### config.mk
export PLATFORM = sky130hd
export DESIGN_NAME = tilt_rep_counter_top_flat
export DESIGN_NICKNAME = d
export VERILOG_FILES = /design/src/design/trc_pkg.sv /design/src/design/trc_channels.sv /design/src/design/trc_front.sv /design/src/design/trc_queue.sv /design/src/design/trc_back.sv /design/src/design/tilt_rep_counter_top.sv /design/src/flat_wrapper.sv
export VERILOG_INCLUDE_DIRS = /design/src /design/src/design
export SDC_FILE = /design/constraint.sdc
export NUM_CORES = 1
export LEC_CHECK = 0
export ABC_CLOCK_PERIOD_IN_PS = 8600
export BUFFER_PORTS_ARGS = -buffer_cell sky130_fd_sc_hd__clkbuf_2
export CAP_MARGIN = 20
export CORE_ASPECT_RATIO = 1.5
export CORE_UTILIZATION = 63
export CTS_CLUSTER_SIZE = 12
export DETAILED_ROUTE_END_ITERATION = 6
export PLACE_DENSITY = 0.92
export SKIP_LAST_GASP = 1
export SLEW_MARGIN = 20
export SYNTH_ARGS = -nofsm -noshare
export SYNTH_HDL_FRONTEND = slang
export SYNTH_SLANG_ARGS = --single-unit
export TNS_END_PERCENT = 5
### constraint.sdc
create_clock -name clock -period 8.6 [get_ports clock]
set_clock_uncertainty 0.2 [all_clocks]
set_input_delay 1.72 -clock clock [delete_from_list [all_inputs] [get_ports clock]]
set_output_delay 1.72 -clock clock [all_outputs]
set_load 0.005 [all_outputs]
### src/design/tilt_rep_counter_top_macros.svh
// Assertion macros used by the tilt repetition counter back end.
`ifndef TILT_REP_COUNTER_TOP_MACROS_SVH
`define TILT_REP_COUNTER_TOP_MACROS_SVH

// Same-cycle implication, disabled during reset.
`define TRC_ASSERT_IMP(label, clk, rst, ante, cons, msg) \
   label: assert property (@(posedge clk) disable iff (rst) (ante) |-> (cons)) \
      else $error(msg);

// Next-cycle implication, disabled during reset.
`define TRC_ASSERT_NXT(label, clk, rst, ante, cons, msg) \
   label: assert property (@(posedge clk) disable iff (rst) (ante) |=> (cons)) \
      else $error(msg);

`endif

### src/design/trc_pkg.sv
// Types, constants and the arctangent table of the tilt repetition counter.
`default_nettype none

package trc_pkg;

   // Field and datapath widths.
   localparam int ANGLE_W      = 12;
   localparam int AXIS_W       = 16;
   localparam int TOTAL_W      = 16;
   localparam int EVENT_W      = 2;
   localparam int CSR_INDEX_W  = 3;
   localparam int XY_W         = 26;
   localparam int ACC_W        = 22;
   localparam int TAB_W        = 18;
   localparam int TAB_IDX_W    = 5;
   localparam int QUEUE_DEPTH  = 2;

   // Angle constants in sixteenths of a degree; ROUND_HALF is in 4096ths of a degree.
   localparam logic [ANGLE_W-1:0] ANGLE_RIGHT    = 12'd1440;
   localparam logic [ANGLE_W-1:0] ANGLE_STRAIGHT = 12'd2880;
   localparam logic [ACC_W-1:0]   ROUND_HALF     = 22'd128;

   // Request codes.
   localparam logic REQ_CLEAR = 1'b1;

   // Result event codes.
   localparam logic [EVENT_W-1:0] EVENT_NONE = 2'd0;
   localparam logic [EVENT_W-1:0] EVENT_GOOD = 2'd1;
   localparam logic [EVENT_W-1:0] EVENT_BAD  = 2'd2;

   // Register indexes and reset values.
   localparam logic [CSR_INDEX_W-1:0] REG_START   = 3'd0;
   localparam logic [CSR_INDEX_W-1:0] REG_END     = 3'd1;
   localparam logic [CSR_INDEX_W-1:0] REG_FULL    = 3'd2;
   localparam logic [CSR_INDEX_W-1:0] REG_PARTIAL = 3'd3;

   localparam logic [ANGLE_W-1:0] START_RESET   = 12'd240;
   localparam logic [ANGLE_W-1:0] END_RESET     = 12'd160;
   localparam logic [ANGLE_W-1:0] FULL_RESET    = 12'd1200;
   localparam logic [ANGLE_W-1:0] PARTIAL_RESET = 12'd480;

   // How the back end has to treat a queued word.
   typedef enum logic [1:0] {
      KIND_CLEAR  = 2'd0,
      KIND_ZERO_Y = 2'd1,
      KIND_ZERO_Z = 2'd2,
      KIND_ROTATE = 2'd3
   } item_kind_type;

   typedef struct packed {
      item_kind_type     kind;
      logic              z_neg;
      logic [AXIS_W-1:0] mag_y;
      logic [AXIS_W-1:0] mag_z;
   } queue_entry_type;

   typedef struct packed {
      logic [ANGLE_W-1:0] start_th;
      logic [ANGLE_W-1:0] end_th;
      logic [ANGLE_W-1:0] full_th;
      logic [ANGLE_W-1:0] partial_th;
   } thresholds_type;

   typedef enum logic [3:0] {
      ST_IDLE   = 4'b0001,
      ST_ROTATE = 4'b0010,
      ST_ANGLE  = 4'b0100,
      ST_UPDATE = 4'b1000
   } back_state_type;

   // atan(2^-i) in degrees scaled by 4096, rounded to nearest.
   function automatic logic [TAB_W-1:0] atan_entry(input logic [TAB_IDX_W-1:0] idx);
      logic [TAB_W-1:0] val;
      unique case (idx)
         5'd0:  val = 18'd184320;
         5'd1:  val = 18'd108810;
         5'd2:  val = 18'd57492;
         5'd3:  val = 18'd29184;
         5'd4:  val = 18'd14649;
         5'd5:  val = 18'd7331;
         5'd6:  val = 18'd3667;
         5'd7:  val = 18'd1833;
         5'd8:  val = 18'd917;
         5'd9:  val = 18'd458;
         5'd10: val = 18'd229;
         5'd11: val = 18'd115;
         5'd12: val = 18'd57;
         5'd13: val = 18'd29;
         5'd14: val = 18'd14;
         5'd15: val = 18'd7;
         5'd16: val = 18'd4;
         5'd17: val = 18'd2;
         5'd18: val = 18'd1;
         default: val = '0;
      endcase
      return val;
   endfunction

endpackage

`default_nettype wire

### src/design/trc_channels.sv
// Channel interfaces for requests, results and register writes.
`default_nettype none

interface trc_req_if;
   logic        valid;
   logic        ready;
   logic        req_type;
   logic [15:0] accel_y;
   logic [15:0] accel_z;

   modport source (output valid, output req_type, output accel_y, output accel_z,
                   input ready);
   modport sink   (input valid, input req_type, input accel_y, input accel_z,
                   output ready);
endinterface

interface trc_rsp_if;
   logic        valid;
   logic        ready;
   logic [11:0] tilt_angle;
   logic        rep_active;
   logic [1:0]  rep_event;
   logic [15:0] good_total;
   logic [15:0] bad_total;

   modport source (output valid, output tilt_angle, output rep_active, output rep_event,
                   output good_total, output bad_total, input ready);
   modport sink   (input valid, input tilt_angle, input rep_active, input rep_event,
                   input good_total, input bad_total, output ready);
endinterface

interface trc_csr_if;
   logic        valid;
   logic        ready;
   logic [2:0]  index;
   logic [11:0] data;

   modport source (output valid, output index, output data, input ready);
   modport sink   (input valid, input index, input data, output ready);
endinterface

`default_nettype wire

### src/design/trc_front.sv
// Front end: takes request words, folds the axes to magnitudes and classifies them.
`default_nettype none

module trc_front (
   trc_req_if.sink                 req_ch,
   output logic                    push_valid,
   output trc_pkg::queue_entry_type push_entry,
   input  logic                    push_ready
);
   import trc_pkg::*;

   logic [AXIS_W-1:0] mag_y;
   logic [AXIS_W-1:0] mag_z;

   // Magnitudes; the most negative value folds to 32768, which still fits unsigned.
   assign mag_y = req_ch.accel_y[AXIS_W-1] ? AXIS_W'(-req_ch.accel_y) : req_ch.accel_y;
   assign mag_z = req_ch.accel_z[AXIS_W-1] ? AXIS_W'(-req_ch.accel_z) : req_ch.accel_z;

   // Classification decides which path the back end takes.
   always_comb begin
      push_entry.mag_y = mag_y;
      push_entry.mag_z = mag_z;
      push_entry.z_neg = req_ch.accel_z[AXIS_W-1];
      priority if (req_ch.req_type == REQ_CLEAR) begin
         push_entry.kind = KIND_CLEAR;
      end else if (mag_y == '0) begin
         push_entry.kind = KIND_ZERO_Y;
      end else if (mag_z == '0) begin
         push_entry.kind = KIND_ZERO_Z;
      end else begin
         push_entry.kind = KIND_ROTATE;
      end
   end

   assign push_valid   = req_ch.valid;
   assign req_ch.ready = push_ready;

endmodule

`default_nettype wire

### src/design/trc_queue.sv
// Short queue of classified words between the front and back ends.
`default_nettype none

module trc_queue (
   input  logic                     clock,
   input  logic                     reset,
   input  logic                     push_valid,
   input  trc_pkg::queue_entry_type push_entry,
   output logic                     push_ready,
   output logic                     pop_valid,
   output trc_pkg::queue_entry_type pop_entry,
   input  logic                     pop_ready
);
   import trc_pkg::*;

   localparam int PTR_W = (QUEUE_DEPTH > 1) ? $clog2(QUEUE_DEPTH) : 1;
   localparam int CNT_W = $clog2(QUEUE_DEPTH + 1);
   localparam logic [PTR_W-1:0] PTR_LAST = PTR_W'(QUEUE_DEPTH - 1);
   localparam logic [CNT_W-1:0] CNT_FULL = CNT_W'(QUEUE_DEPTH);

   queue_entry_type  slot_ff [QUEUE_DEPTH];
   logic [PTR_W-1:0] wr_ptr_ff, wr_ptr_in;
   logic [PTR_W-1:0] rd_ptr_ff, rd_ptr_in;
   logic [CNT_W-1:0] count_ff, count_in;
   logic             push_fire;
   logic             pop_fire;

   assign push_ready = (count_ff != CNT_FULL);
   assign pop_valid  = (count_ff != '0);
   assign pop_entry  = slot_ff[rd_ptr_ff];
   assign push_fire  = push_valid && push_ready;
   assign pop_fire   = pop_valid && pop_ready;

   // Pointer and fill count update.
   always_comb begin
      wr_ptr_in = wr_ptr_ff;
      rd_ptr_in = rd_ptr_ff;
      count_in  = count_ff;
      if (push_fire) begin
         wr_ptr_in = (wr_ptr_ff == PTR_LAST) ? '0 : wr_ptr_ff + 1'b1;
      end
      if (pop_fire) begin
         rd_ptr_in = (rd_ptr_ff == PTR_LAST) ? '0 : rd_ptr_ff + 1'b1;
      end
      if (push_fire && !pop_fire) begin
         count_in = count_ff + 1'b1;
      end else if (pop_fire && !push_fire) begin
         count_in = count_ff - 1'b1;
      end
   end

   always_ff @(posedge clock) begin
      if (reset) begin
         wr_ptr_ff <= '0;
         rd_ptr_ff <= '0;
         count_ff  <= '0;
      end else begin
         wr_ptr_ff <= wr_ptr_in;
         rd_ptr_ff <= rd_ptr_in;
         count_ff  <= count_in;
      end
   end

   // Storage needs no reset: a slot is read only once it has been written.
   always_ff @(posedge clock) begin
      if (push_fire) begin
         slot_ff[wr_ptr_ff] <= push_entry;
      end
   end

endmodule

`default_nettype wire

### src/design/trc_back.sv
// Back end: iterative arctangent, repetition state machine and result register.
`default_nettype none

module trc_back #(
   parameter int ANGLE_ITERATIONS = 16,
   parameter int COUNT_BITS       = 16
) (
   input  logic                     clock,
   input  logic                     reset,
   input  trc_pkg::thresholds_type  thresholds,
   input  logic                     pop_valid,
   input  trc_pkg::queue_entry_type pop_entry,
   output logic                     pop_ready,
   trc_rsp_if.source                rsp_ch
);
   import trc_pkg::*;

`include "tilt_rep_counter_top_macros.svh"

   localparam int ITER_BITS = (ANGLE_ITERATIONS > 1) ? $clog2(ANGLE_ITERATIONS) : 1;
   localparam logic [ITER_BITS-1:0] ITER_LAST = ITER_BITS'(ANGLE_ITERATIONS - 1);
   localparam int BASE_W = ACC_W - 8;

   back_state_type           state_ff, state_in;
   item_kind_type            kind_ff;
   logic                     z_neg_ff;
   logic signed [XY_W-1:0]   x_ff, x_in;
   logic signed [XY_W-1:0]   y_ff, y_in;
   logic signed [ACC_W-1:0]  acc_ff, acc_in;
   logic [ITER_BITS-1:0]     iter_ff;
   logic [ANGLE_W-1:0]       angle_ff, angle_in;

   logic                     in_motion_ff, in_motion_in;
   logic [ANGLE_W-1:0]       peak_ff, peak_in;
   logic [COUNT_BITS-1:0]    good_ff, good_in;
   logic [COUNT_BITS-1:0]    bad_ff, bad_in;

   logic                     rsp_valid_ff;
   logic [ANGLE_W-1:0]       tilt_ff;
   logic                     active_ff;
   logic [EVENT_W-1:0]       event_ff, event_in;

   logic                     out_free;
   logic                     commit;
   logic                     pop_fire;
   logic signed [XY_W-1:0]   step_x;
   logic signed [XY_W-1:0]   step_y;
   logic [TAB_W-1:0]         tab_val;
   logic signed [ACC_W-1:0]  tab_ext;
   logic [ACC_W-1:0]         acc_pos;
   logic [ACC_W-1:0]         round_sum;
   logic [BASE_W-1:0]        base_raw;
   logic [ANGLE_W-1:0]       base_angle;
   logic                     starting;
   logic                     motion_now;
   logic [ANGLE_W-1:0]       peak_start;
   logic [31:0]              good_wide;
   logic [31:0]              bad_wide;

   assign out_free  = !rsp_valid_ff || rsp_ch.ready;
   assign pop_ready = (state_ff == ST_IDLE);
   assign pop_fire  = pop_valid && pop_ready;
   assign commit    = (state_ff == ST_UPDATE) && out_free;

   // One vectoring rotation per cycle; arithmetic shifts round toward minus infinity.
   assign step_x  = y_ff >>> iter_ff;
   assign step_y  = x_ff >>> iter_ff;
   assign tab_val = atan_entry(TAB_IDX_W'(iter_ff));
   assign tab_ext = {{(ACC_W - TAB_W){1'b0}}, tab_val};

   always_comb begin
      x_in   = x_ff;
      y_in   = y_ff;
      acc_in = acc_ff;
      if (pop_fire) begin
         x_in   = $signed({{(XY_W - AXIS_W - 8){1'b0}}, pop_entry.mag_z, 8'd0});
         y_in   = $signed({{(XY_W - AXIS_W - 8){1'b0}}, pop_entry.mag_y, 8'd0});
         acc_in = '0;
      end else if (state_ff == ST_ROTATE) begin
         if (!y_ff[XY_W-1]) begin
            x_in   = x_ff + step_x;
            y_in   = y_ff - step_y;
            acc_in = acc_ff + tab_ext;
         end else begin
            x_in   = x_ff - step_x;
            y_in   = y_ff + step_y;
            acc_in = acc_ff - tab_ext;
         end
      end
   end

   // Round the accumulated angle to sixteenths, limit to a right angle, fold by z sign.
   assign acc_pos   = acc_ff[ACC_W-1] ? '0 : acc_ff;
   assign round_sum = acc_pos + ROUND_HALF;
   assign base_raw  = round_sum[ACC_W-1:8];

   always_comb begin
      unique case (kind_ff)
         KIND_ZERO_Y: base_angle = '0;
         KIND_ZERO_Z: base_angle = ANGLE_RIGHT;
         default: begin
            if (base_raw > BASE_W'(ANGLE_RIGHT)) begin
               base_angle = ANGLE_RIGHT;
            end else begin
               base_angle = base_raw[ANGLE_W-1:0];
            end
         end
      endcase
      angle_in = z_neg_ff ? (ANGLE_STRAIGHT - base_angle) : base_angle;
   end

   // Repetition hysteresis: clear, start, peak tracking, end and judgement in one word.
   assign starting   = (angle_ff > thresholds.start_th) && !in_motion_ff;
   assign motion_now = in_motion_ff || starting;
   assign peak_start = starting ? '0 : peak_ff;

   always_comb begin
      in_motion_in = in_motion_ff;
      peak_in      = peak_ff;
      good_in      = good_ff;
      bad_in       = bad_ff;
      event_in     = EVENT_NONE;
      if (kind_ff == KIND_CLEAR) begin
         in_motion_in = 1'b0;
         good_in      = '0;
         bad_in       = '0;
      end else if (motion_now) begin
         in_motion_in = 1'b1;
         peak_in      = (angle_ff > peak_start) ? angle_ff : peak_start;
         if (angle_ff < thresholds.end_th) begin
            in_motion_in = 1'b0;
            if (peak_in >= thresholds.full_th) begin
               event_in = EVENT_GOOD;
               if (good_ff != '1) begin
                  good_in = good_ff + 1'b1;
               end
            end else if (peak_in > thresholds.partial_th) begin
               event_in = EVENT_BAD;
               if (bad_ff != '1) begin
                  bad_in = bad_ff + 1'b1;
               end
            end
         end
      end
   end

   // Sequencer.
   always_comb begin
      state_in = state_ff;
      unique case (state_ff)
         ST_IDLE: begin
            if (pop_fire) begin
               priority if (pop_entry.kind == KIND_CLEAR) begin
                  state_in = ST_UPDATE;
               end else if (pop_entry.kind == KIND_ROTATE) begin
                  state_in = ST_ROTATE;
               end else begin
                  state_in = ST_ANGLE;
               end
            end
         end
         ST_ROTATE: begin
            if (iter_ff == ITER_LAST) begin
               state_in = ST_ANGLE;
            end
         end
         ST_ANGLE:  state_in = ST_UPDATE;
         ST_UPDATE: begin
            if (out_free) begin
               state_in = ST_IDLE;
            end
         end
         default:   state_in = ST_IDLE;
      endcase
   end

   always_ff @(posedge clock) begin
      if (reset) begin
         state_ff     <= ST_IDLE;
         rsp_valid_ff <= 1'b0;
         in_motion_ff <= 1'b0;
         peak_ff      <= '0;
         good_ff      <= '0;
         bad_ff       <= '0;
      end else begin
         state_ff <= state_in;
         if (commit) begin
            rsp_valid_ff <= 1'b1;
            in_motion_ff <= in_motion_in;
            peak_ff      <= peak_in;
            good_ff      <= good_in;
            bad_ff       <= bad_in;
         end else if (rsp_ch.ready) begin
            rsp_valid_ff <= 1'b0;
         end
      end
   end

   // Datapath and result payload.
   always_ff @(posedge clock) begin
      x_ff   <= x_in;
      y_ff   <= y_in;
      acc_ff <= acc_in;
      if (pop_fire) begin
         kind_ff  <= pop_entry.kind;
         z_neg_ff <= pop_entry.z_neg;
         iter_ff  <= '0;
         angle_ff <= '0;
      end else if (state_ff == ST_ROTATE) begin
         iter_ff <= iter_ff + 1'b1;
      end else if (state_ff == ST_ANGLE) begin
         angle_ff <= angle_in;
      end
      if (commit) begin
         tilt_ff   <= angle_ff;
         active_ff <= in_motion_in;
         event_ff  <= event_in;
      end
   end

   // Totals show the low bits of the counters.
   assign good_wide = 32'(good_ff);
   assign bad_wide  = 32'(bad_ff);

   assign rsp_ch.valid      = rsp_valid_ff;
   assign rsp_ch.tilt_angle = tilt_ff;
   assign rsp_ch.rep_active = active_ff;
   assign rsp_ch.rep_event  = event_ff;
   assign rsp_ch.good_total = good_wide[TOTAL_W-1:0];
   assign rsp_ch.bad_total  = bad_wide[TOTAL_W-1:0];

   // Checks.
   `TRC_ASSERT_IMP(a_event_ends_rep, clock, reset,
      rsp_valid_ff && (event_ff != EVENT_NONE), !active_ff,
      "A counted repetition must leave the block inactive.")
   `TRC_ASSERT_NXT(a_rotate_done, clock, reset,
      (state_ff == ST_ROTATE) && (iter_ff == ITER_LAST), state_ff == ST_ANGLE,
      "The last rotation must be followed by the angle step.")
   `TRC_ASSERT_IMP(a_good_step, clock, reset,
      good_ff != $past(good_ff), (good_ff == $past(good_ff) + 1'b1) || (good_ff == '0),
      "The good counter may only step by one or clear.")

endmodule

`default_nettype wire

### src/design/tilt_rep_counter_top.sv
// A sample passes from acceptance through the rotation, angle and update states to the
// result register; a zero-axis sample skips the rotations, a clear goes straight to the
// update state and a waiting result holds the back end. The single shared rotation stage
// of the arctangent unit takes no new sample until the last is done; a two-word queue lets
// requests in meanwhile. Synchronous active-high reset restores the threshold defaults,
// clears the counters, the active flag, the peak and the queue; there is no clearing pass.
`default_nettype none

module tilt_rep_counter_top #(
   parameter int ANGLE_ITERATIONS = 16,
   parameter int COUNT_BITS       = 16
) (
   input  logic      clock,
   input  logic      reset,
   trc_req_if.sink   req_ch,
   trc_rsp_if.source rsp_ch,
   trc_csr_if.sink   csr_ch
);
   import trc_pkg::*;

   thresholds_type  thresholds_ff;
   logic            push_valid;
   logic            push_ready;
   queue_entry_type push_entry;
   logic            pop_valid;
   logic            pop_ready;
   queue_entry_type pop_entry;

   // Threshold registers; writes are always taken.
   assign csr_ch.ready = 1'b1;

   always_ff @(posedge clock) begin
      if (reset) begin
         thresholds_ff.start_th   <= START_RESET;
         thresholds_ff.end_th     <= END_RESET;
         thresholds_ff.full_th    <= FULL_RESET;
         thresholds_ff.partial_th <= PARTIAL_RESET;
      end else if (csr_ch.valid) begin
         unique case (csr_ch.index)
            REG_START:   thresholds_ff.start_th   <= csr_ch.data;
            REG_END:     thresholds_ff.end_th     <= csr_ch.data;
            REG_FULL:    thresholds_ff.full_th    <= csr_ch.data;
            REG_PARTIAL: thresholds_ff.partial_th <= csr_ch.data;
            default: ;
         endcase
      end
   end

   trc_front u_front (
      .req_ch     (req_ch),
      .push_valid (push_valid),
      .push_entry (push_entry),
      .push_ready (push_ready)
   );

   trc_queue u_queue (
      .clock      (clock),
      .reset      (reset),
      .push_valid (push_valid),
      .push_entry (push_entry),
      .push_ready (push_ready),
      .pop_valid  (pop_valid),
      .pop_entry  (pop_entry),
      .pop_ready  (pop_ready)
   );

   trc_back #(
      .ANGLE_ITERATIONS (ANGLE_ITERATIONS),
      .COUNT_BITS       (COUNT_BITS)
   ) u_back (
      .clock      (clock),
      .reset      (reset),
      .thresholds (thresholds_ff),
      .pop_valid  (pop_valid),
      .pop_entry  (pop_entry),
      .pop_ready  (pop_ready),
      .rsp_ch     (rsp_ch)
   );

endmodule

`default_nettype wire
### src/flat_wrapper.sv
// flat-port wrapper written by rule: the top's interface ports become plain ports
module tilt_rep_counter_top_flat import trc_pkg::*;
#(
   parameter int ANGLE_ITERATIONS = 16,
   parameter int COUNT_BITS       = 16
)
  (clock, reset, req_ch_valid, req_ch_req_type, req_ch_accel_y, req_ch_accel_z, req_ch_ready, rsp_ch_valid, rsp_ch_tilt_angle, rsp_ch_rep_active, rsp_ch_rep_event, rsp_ch_good_total, rsp_ch_bad_total, rsp_ch_ready, csr_ch_valid, csr_ch_index, csr_ch_data, csr_ch_ready);
  trc_req_if req_ch_i ();
  trc_rsp_if rsp_ch_i ();
  trc_csr_if csr_ch_i ();
  input  logic clock;
  input  logic reset;
  input wire logic [$bits(req_ch_i.valid)-1:0] req_ch_valid;
  input wire logic [$bits(req_ch_i.req_type)-1:0] req_ch_req_type;
  input wire logic [$bits(req_ch_i.accel_y)-1:0] req_ch_accel_y;
  input wire logic [$bits(req_ch_i.accel_z)-1:0] req_ch_accel_z;
  output wire logic [$bits(req_ch_i.ready)-1:0] req_ch_ready;
  output wire logic [$bits(rsp_ch_i.valid)-1:0] rsp_ch_valid;
  output wire logic [$bits(rsp_ch_i.tilt_angle)-1:0] rsp_ch_tilt_angle;
  output wire logic [$bits(rsp_ch_i.rep_active)-1:0] rsp_ch_rep_active;
  output wire logic [$bits(rsp_ch_i.rep_event)-1:0] rsp_ch_rep_event;
  output wire logic [$bits(rsp_ch_i.good_total)-1:0] rsp_ch_good_total;
  output wire logic [$bits(rsp_ch_i.bad_total)-1:0] rsp_ch_bad_total;
  input wire logic [$bits(rsp_ch_i.ready)-1:0] rsp_ch_ready;
  input wire logic [$bits(csr_ch_i.valid)-1:0] csr_ch_valid;
  input wire logic [$bits(csr_ch_i.index)-1:0] csr_ch_index;
  input wire logic [$bits(csr_ch_i.data)-1:0] csr_ch_data;
  output wire logic [$bits(csr_ch_i.ready)-1:0] csr_ch_ready;
  assign req_ch_i.valid = req_ch_valid;
  assign req_ch_i.req_type = req_ch_req_type;
  assign req_ch_i.accel_y = req_ch_accel_y;
  assign req_ch_i.accel_z = req_ch_accel_z;
  assign req_ch_ready = req_ch_i.ready;
  assign rsp_ch_valid = rsp_ch_i.valid;
  assign rsp_ch_tilt_angle = rsp_ch_i.tilt_angle;
  assign rsp_ch_rep_active = rsp_ch_i.rep_active;
  assign rsp_ch_rep_event = rsp_ch_i.rep_event;
  assign rsp_ch_good_total = rsp_ch_i.good_total;
  assign rsp_ch_bad_total = rsp_ch_i.bad_total;
  assign rsp_ch_i.ready = rsp_ch_ready;
  assign csr_ch_i.valid = csr_ch_valid;
  assign csr_ch_i.index = csr_ch_index;
  assign csr_ch_i.data = csr_ch_data;
  assign csr_ch_ready = csr_ch_i.ready;
  tilt_rep_counter_top #(.ANGLE_ITERATIONS(ANGLE_ITERATIONS), .COUNT_BITS(COUNT_BITS)) u_core (.clock(clock), .reset(reset), .req_ch(req_ch_i), .rsp_ch(rsp_ch_i), .csr_ch(csr_ch_i));
endmodule
Word-level counts from Yosys, hierarchy flattened:

Memory sizes are Yosys's and may differ from the RTL's. A register that Yosys moved wholly into a read port is not among the register bits.
Cells that the tools add are included.

* output and inout bits: 50
* memories: 2
* latch bits: 0
* bits in read-only memories: 288
* flip-flop bits (word level): 210
* word-level logic and storage cells: 165
* input port bits: 53
* memory bits (writable): 70

Memories
* (name not given): depth 16, bits a word 18, read ports 1, clocked after Yosys merged registers in 1, wr ports 0, RTL line trc_pkg.sv:74 `unique case (idx)`
* u_core.u_queue.slot_ff: depth 2, bits a word 35, read ports 1, clocked after Yosys merged registers in 1, wr ports 1, RTL line trc_queue.sv:21 `queue_entry_type slot_ff [QUEUE_DEPTH];`

* muxes and demuxes: 52
* shifts and indexed selects: 2
* add/sub/neg operators: 17
* $mul: 0
* bitwise gates (word level): 4
* reductions and logical operators: 38
* eq/ne operators: 18
* $lt $le $gt $ge: 6
* div/mod/pow operators: 0

Operators with widths (number)
* $mux W16: 13
* $mux W24: 4
* $add A26 B26 Y26: 2
* $mux W26: 2
* $sshr A26 B4 Y26: 2
* $sub A26 B26 Y26: 2
* $mux W12: 4
* $gt A12 B12 Y1: 3
* $add A16 B1 Y16 const B: 2
* $logic_not A16 Y1: 2
* $ne A16 B16 Y1 const B: 2
* $neg A16 Y16: 2
* $mux W4: 6
* $pmux W12 S2: 1
* $add A21 B8 Y22 const B: 1
* $add A22 B19 Y22: 1
* $mux W22: 1
* $sub A22 B19 Y22: 1
* $mux W21: 1
* $reduce_bool A2 Y1: 10
* $pmux W4 S4: 1
* $gt A14 B11 Y1 const B: 1
* $mux W1: 13
* $ge A12 B12 Y1: 1
* 30 further kinds: 59

Logic depth before layout (Yosys ltp):

* word-level depth: 11
* gate-level depth with buffers: 34
* gate-level depth less buffers: 30

Cells and area by module:

A second synthesis with hierarchy kept.

* cell total of the unflattened synthesis: 2483
* area, all modules: 22419.0 um2

Modules (own cells, without submodules)
* trc_back: area each 16641.0 um2, seq. area each 4023.9 um2, cells an instance 2005, instances 1
* trc_queue: area each 2738.9 um2, seq. area each 2202.1 um2, cells an instance 133, instances 1
* tilt_rep_counter_top: area each 1949.4 um2, seq. area each 960.9 um2, cells an instance 182, instances 1
* trc_front: area each 1089.8 um2, seq. area each 0.0 um2, cells an instance 163, instances 1

Least setup slack after synthesis:

Ideal clock, no wire load.

* path type: reg2reg
* start point: reg u_core.u_back.angle_ff[9]
* end point: reg u_core.u_back.bad_ff[5] (netlist: u_core.u_back.rsp_ch.bad_total[5])
* setup time: 0.072 ns
* buffers on the path: 4
* setup slack: 2.368 ns
* data required time: 8.328 ns
* arrival: 5.960 ns
* period minus slack after synthesis: 6.232 ns
* cell stages (with the launch flop): 31
* path through: dfxtp_1 ha_1 a21o_1 a21o_1 a21oi_1 o211ai_1 nand3b_1 clkbuf_1 and2_1 inv_1 ha_1 a21o_1 a21o_1 a21oi_1 nor2_1 a2111oi_0 nor2_1 clkbuf_1 mux2i_1 inv_1 ha_1 a21o_1 a21oi_1 o211ai_1 a31oi_1 o21ai_1 or4b_1 clkbuf_1 clkbuf_1 a211oi_1 mux2i_1

* word-level cells in the longest chain between the ends: 8
* elaborated cells on any way between the ends: 14
* those cells by class: 5 x order compare; 1 x eq/ne; 2 x mux; 6 x reduce/logical

Ends and longest elaborated chain
* start: declaration: RTL line trc_back.sv:31 `logic [ANGLE_W-1:0] angle_ff, angle_in;`
* start signal: assignment: RTL line trc_back.sv:212 `angle_ff <= angle_in;`
* $gt A12 B12 Y1: RTL line trc_back.sv:113 `assign starting = (angle_ff > thresholds.start_th) && !in_motion_ff;`
* $logic_and A1 B1 Y1: RTL line trc_back.sv:113
* $mux W12: RTL line trc_back.sv:115 `assign peak_start = starting ? '0 : peak_ff;`
* $gt A12 B12 Y1: RTL line trc_back.sv:129 `peak_in = (angle_ff > peak_start) ? angle_ff : peak_start;`
* $mux W12: RTL line trc_back.sv:129
* $ge A12 B12 Y1 / $gt A12 B12 Y1 (equally long branches): RTL line trc_back.sv:132, trc_back.sv:137
* $ne A2 B2 Y1 (no line) / $reduce_bool A2 Y1 (equally long branches)
* $reduce_and A6 Y1 (no line) (*)
* end signal: assignment: RTL line trc_back.sv:192 `bad_ff <= bad_in;`
* end: declaration: RTL line trc_back.sv:36 `logic [COUNT_BITS-1:0] bad_ff, bad_in;`

Every way passes the cells marked *; elsewhere a longest branch is shown, timed or not.
A chain may end at the register's enable or synchronous reset.

Worst setup path after layout:

Same ends and word-level chain as after synthesis.

==> flow_metrics.env <==
export IMPL_status="finished clean"
export IMPL_setup_tns_ns=0
export IMPL_ys_warnings_count=0
export IMPL_multiInputGateArea_mm2=0.0135
export IMPL_post_synth_num_cell_types=96
export IMPL_required_ns=8.90
export IMPL_drc_errors=0
export IMPL_async_flop_share_pct=0
export IMPL_wl_met3_um=3860
export IMPL_synthFlopType="dfxtp_1"
export IMPL_wirelength_um=59400
export IMPL_syn_nets=2651
export IMPL_instances_no_fill=2919
export IMPL_postCtsSetupBuffers=0
export IMPL_syn_to_final_growth_pct=7.67
export IMPL_fp_dieW_um=153
export IMPL_tightest_slew_ns=1.19
export IMPL_root_buffer="clkbuf_16"
export IMPL_cp_slowest_stage_delay_ns=0.96
export IMPL_min_period_over_period_pct=83.8
export IMPL_pwr_share_seq_pct=24.8
export IMPL_netlist_instances=2443
export IMPL_max_freq_mhz=139
export IMPL_fillCellCount=2488
export IMPL_cts_buffers=31
export IMPL_ir_drop_v=0.000241
export IMPL_cts_tree="done"
export IMPL_ctsHoldBuffers=0
export IMPL_finalCriticalPeriod_ns=7.21
export IMPL_setup_violations=0
export IMPL_holdWs_ns=0.256
export IMPL_drive_above_1_share_pct=11.4
export IMPL_initial_utilization_pct=64.4
export IMPL_die_area_mm2=0.0351
export IMPL_rsz0062_at_grt="no"
export IMPL_critPathLaunchType="flop"
export IMPL_wl_per_cell_um=20.4
export IMPL_ys_ff_latch=299
export IMPL_power_frac_clock_pct=15.4
export IMPL_nNetsFinal=2683
export IMPL_drv_slew=0
export IMPL_p_per_area_mw_per_mm2=358
export IMPL_hpwl_um=43100
export IMPL_drtIter0Drc=1638
export IMPL_met2_length_um=30100
export IMPL_ff_latch_area_mm2=0.00720
export IMPL_wirelength_met1_um=20400
export IMPL_dieHeight_um=229
export IMPL_syn_mean_instance_area_um2=8.87
export IMPL_ys_seq_area_share_pct=33.2
export IMPL_first_pass_iters=6
export IMPL_p_switching_mw=3.80
export IMPL_cp_common_cell="a21o_1"
export IMPL_grt_pass1_vias=19100
export IMPL_crit_path_max_fanout=28
export IMPL_synth_area_mm2=0.0217
export IMPL_grt_first_pass_wirelength_um=95000
export IMPL_grt_overflow_total=0
export IMPL_leakage_nw=9.33
export IMPL_drtAntennaViolNets=0
export IMPL_switching_share_pct=45.4
export IMPL_hold_viol=0
export IMPL_slowest_stage="or4b_1"
export IMPL_vias_per_cell=6.61
export IMPL_drv_cap=0
export IMPL_pwr_share_comb_pct=59.8
export IMPL_synth_edf_count=120
export IMPL_clkLatencyLatePin_ns=0.57
export IMPL_antenna_found_initial=2
export IMPL_grt_max_degree=70
export IMPL_place_gp_congestion=0.971
export IMPL_hp_class="reg2reg"
export IMPL_p_int_mw=4.56
export IMPL_io_pins=103
export IMPL_crit_path_end_kind="flop"
export IMPL_worst_ep_arrival_time_ns=7.51
export IMPL_cts_max_level=1
export IMPL_vias=19300
export IMPL_cts_num_sinks=299
export IMPL_criticalPathCategory="reg2reg"
export IMPL_ctsResizeCount=0
export IMPL_dp_cells=2862
export IMPL_core_area_mm2=0.0337
export IMPL_portBuffers=101
export IMPL_rows=82
export IMPL_clkTransAtPathRegs_ns=0.06
export IMPL_clk_path_buf_depth=3
export IMPL_grt_usage_pct=33.5
export IMPL_routed_top_layer="met5"
export IMPL_relSlewSlack_pct=20.5
## worst max-delay path, delay by kind of cell (launching register included)
family,cells,cell delay [ns]
AO/OA/AOI/OAI,14,2.85
AND/OR/NAND/NOR,5,1.83
adder cells (fa/ha/maj),3,0.93
multiplexers,2,0.62
flip-flops,1,0.51
buffers and inverters,2,0.19
## sequential cells by signal, summed over array words and instances (netlist names), 4 cells and up, named ones only
| register | flops |
|---|---|
| u_core.u_back.state_ff | 4 |
| u_core.u_back.tab_val | 18 |
| u_core.u_back.iter_ff | 4 |
| u_core.u_back.y_ff | 26 |
| u_core.u_back.peak_ff | 12 |
| u_core.u_back.rsp_ch.bad_total | 16 |
| u_core.u_back.x_ff | 26 |
| u_core.u_back.angle_ff | 12 |
| u_core.u_queue.slot_ff | 70 |
| u_core.u_back.rsp_ch.tilt_angle | 12 |
| u_core.thresholds_ff | 48 |
| u_core.u_back.acc_ff | 22 |
| u_core.u_back.rsp_ch.good_total | 16 |
## cell usage in the layout (no fill, tap or decap), types with 17 or more instances in the layout
master / n
o211ai_1: 22
a31oi_1: 26
nand4_1: 30
clkbuf_2: 101
a21o_1: 59
dfxtp_1: 174
o31ai_1: 22
o22ai_1: 31
xor2_1: 64
or3_1: 29
edfxtp_1: 120
mux4_2: 50
o21ai_0: 134
o21a_1: 20
a211oi_1: 30
and3_1: 18
nor2_1: 149
nand3_1: 81
buf_4: 17
ha_1: 152
nand2b_1: 28
nand2_1: 268
a21oi_1: 194
nor2b_1: 20
inv_1: 131
xnor2_1: 98
mux2i_1: 85
nor3_1: 35
and2_1: 36
clkbuf_16: 31
## cells in the mapped netlist, types with 7 or more instances
library cell / instances / share of area [%]
nand2_1: 268 / 4.6
a21oi_1: 194 / 4.5
dfxtp_1: 179 / 17
nor2_1: 154 / 2.7
ha_1: 152 / 8.8
o21ai_0: 134 / 3.1
inv_1: 131 / 2.3
edfxtp_1: 120 / 17
xnor2_1: 98 / 4.0
mux2i_1: 85 / 3.9
nand3_1: 81 / 1.9
clkbuf_1: 79 / 1.4
xor2_1: 64 / 2.6
a21o_1: 59 / 2.0
mux4_2: 50 / 5.2
and2_1: 36 / 1.0
nor3_1: 35 / 0.81
o22ai_1: 31 / 0.90
a211oi_1: 30 / 1.0
nand4_1: 30 / 0.87
or3_1: 29 / 0.84
nand2b_1: 28 / 0.81
a31oi_1: 26 / 0.75
o211ai_1: 22 / 0.76
o31ai_1: 22 / 0.76
nor2b_1: 20 / 0.58
o21a_1: 20 / 0.69
and3_1: 18 / 0.52
buf_1: 17 / 0.29
nor4_1: 14 / 0.40
mux2_2: 13 / 0.68
or2_2: 12 / 0.35
a2111o_1: 11 / 0.57
buf_2: 11 / 0.25
o21bai_1: 11 / 0.38
o21ai_1: 10 / 0.23
nor3b_1: 7 / 0.24
## per-stage QoR
| step | cell area [um^2] | worst slack, ns | power (mW) | utilization [%] |
|---|---|---|---|---|
| after floorplan | 21700 | 2.37 | 5.76 | - |
| after global placement | 22400 | 1.45 | 6.70 | 66.4 |
| after detailed placement | 22400 | 1.49 | 6.90 | 66.4 |
| after CTS | 23300 | 1.46 | 8.24 | 69.3 |
| after global routing | 23300 | 1.04 | 8.87 | 69.3 |
| final | 23300 | 1.39 | 8.36 | 69.3 |
## area by class of cell
class                      instances  share of cell area, %
inverter                         133                   2.14
antenna                            1                 0.0107
timing repair buffer             118                   2.71
clock inverter                     7                  0.274
sequential                       299                   30.9
multi-input combinational       1892                   57.9
tap                              420                   2.25
clock buffer                      49                   3.83
## worst paths after layout
kind | end | startpoint | slack [ns] | cells after the start
worst max-delay path | u_core.u_back.rsp_ch.bad_total[5]$_SDFFE_PP0P_ | u_core.u_back.angle_ff[9]$_SDFFE_PP0P_ | 1.39 | 26
worst min-delay path | u_core.thresholds_ff[27]$_SDFFE_PP0P_ | u_core.thresholds_ff[27]$_SDFFE_PP0P_ | 0.26 | 2
worst max register to register | u_core.u_back.rsp_ch.bad_total[5]$_SDFFE_PP0P_ | u_core.u_back.angle_ff[9]$_SDFFE_PP0P_ | 1.39 | 26
worst min register to register | u_core.thresholds_ff[27]$_SDFFE_PP0P_ | u_core.thresholds_ff[27]$_SDFFE_PP0P_ | 0.26 | 2
## kinds of logic (layout without fill, tap and decap cells)
group | count (synthesis) | count (layout) | share of synthesized area [%]
AO/OA/AOI/OAI | 649 | 649 | 19.2
XOR/XNOR | 162 | 162 | 6.55
adder cells (fa/ha/maj) | 155 | 155 | 9.06
buffers and inverters | 252 | 307 | 4.74
flip-flops | 299 | 299 | 33.2
multiplexers | 150 | 150 | 9.97
other | 1 | 2 | 0.0173
AND/OR/NAND/NOR | 775 | 775 | 17.3
## metal layers
metal | vias to the layer above | GRT usage [%]
met3 | 332 | 6.77
met5 | - | 0
met1 | 9050 | 32.6
li1 | 8990 | -
met2 | 935 | 61.3
met4 | 2 | 26.5
## power groups by stage
stage / logic, mW / registers, mW / clock network (mW)
after global routing: 5.41 / 2.09 / 1.36
after detailed placement: 4.82 / 2.09 / 0
final: 5.00 / 2.07 / 1.29
after floorplan: 3.82 / 1.94 / 0
after CTS: 4.88 / 2.06 / 1.30
after global placement: 4.63 / 2.06 / 0
(Power assumes the default switching activity.)
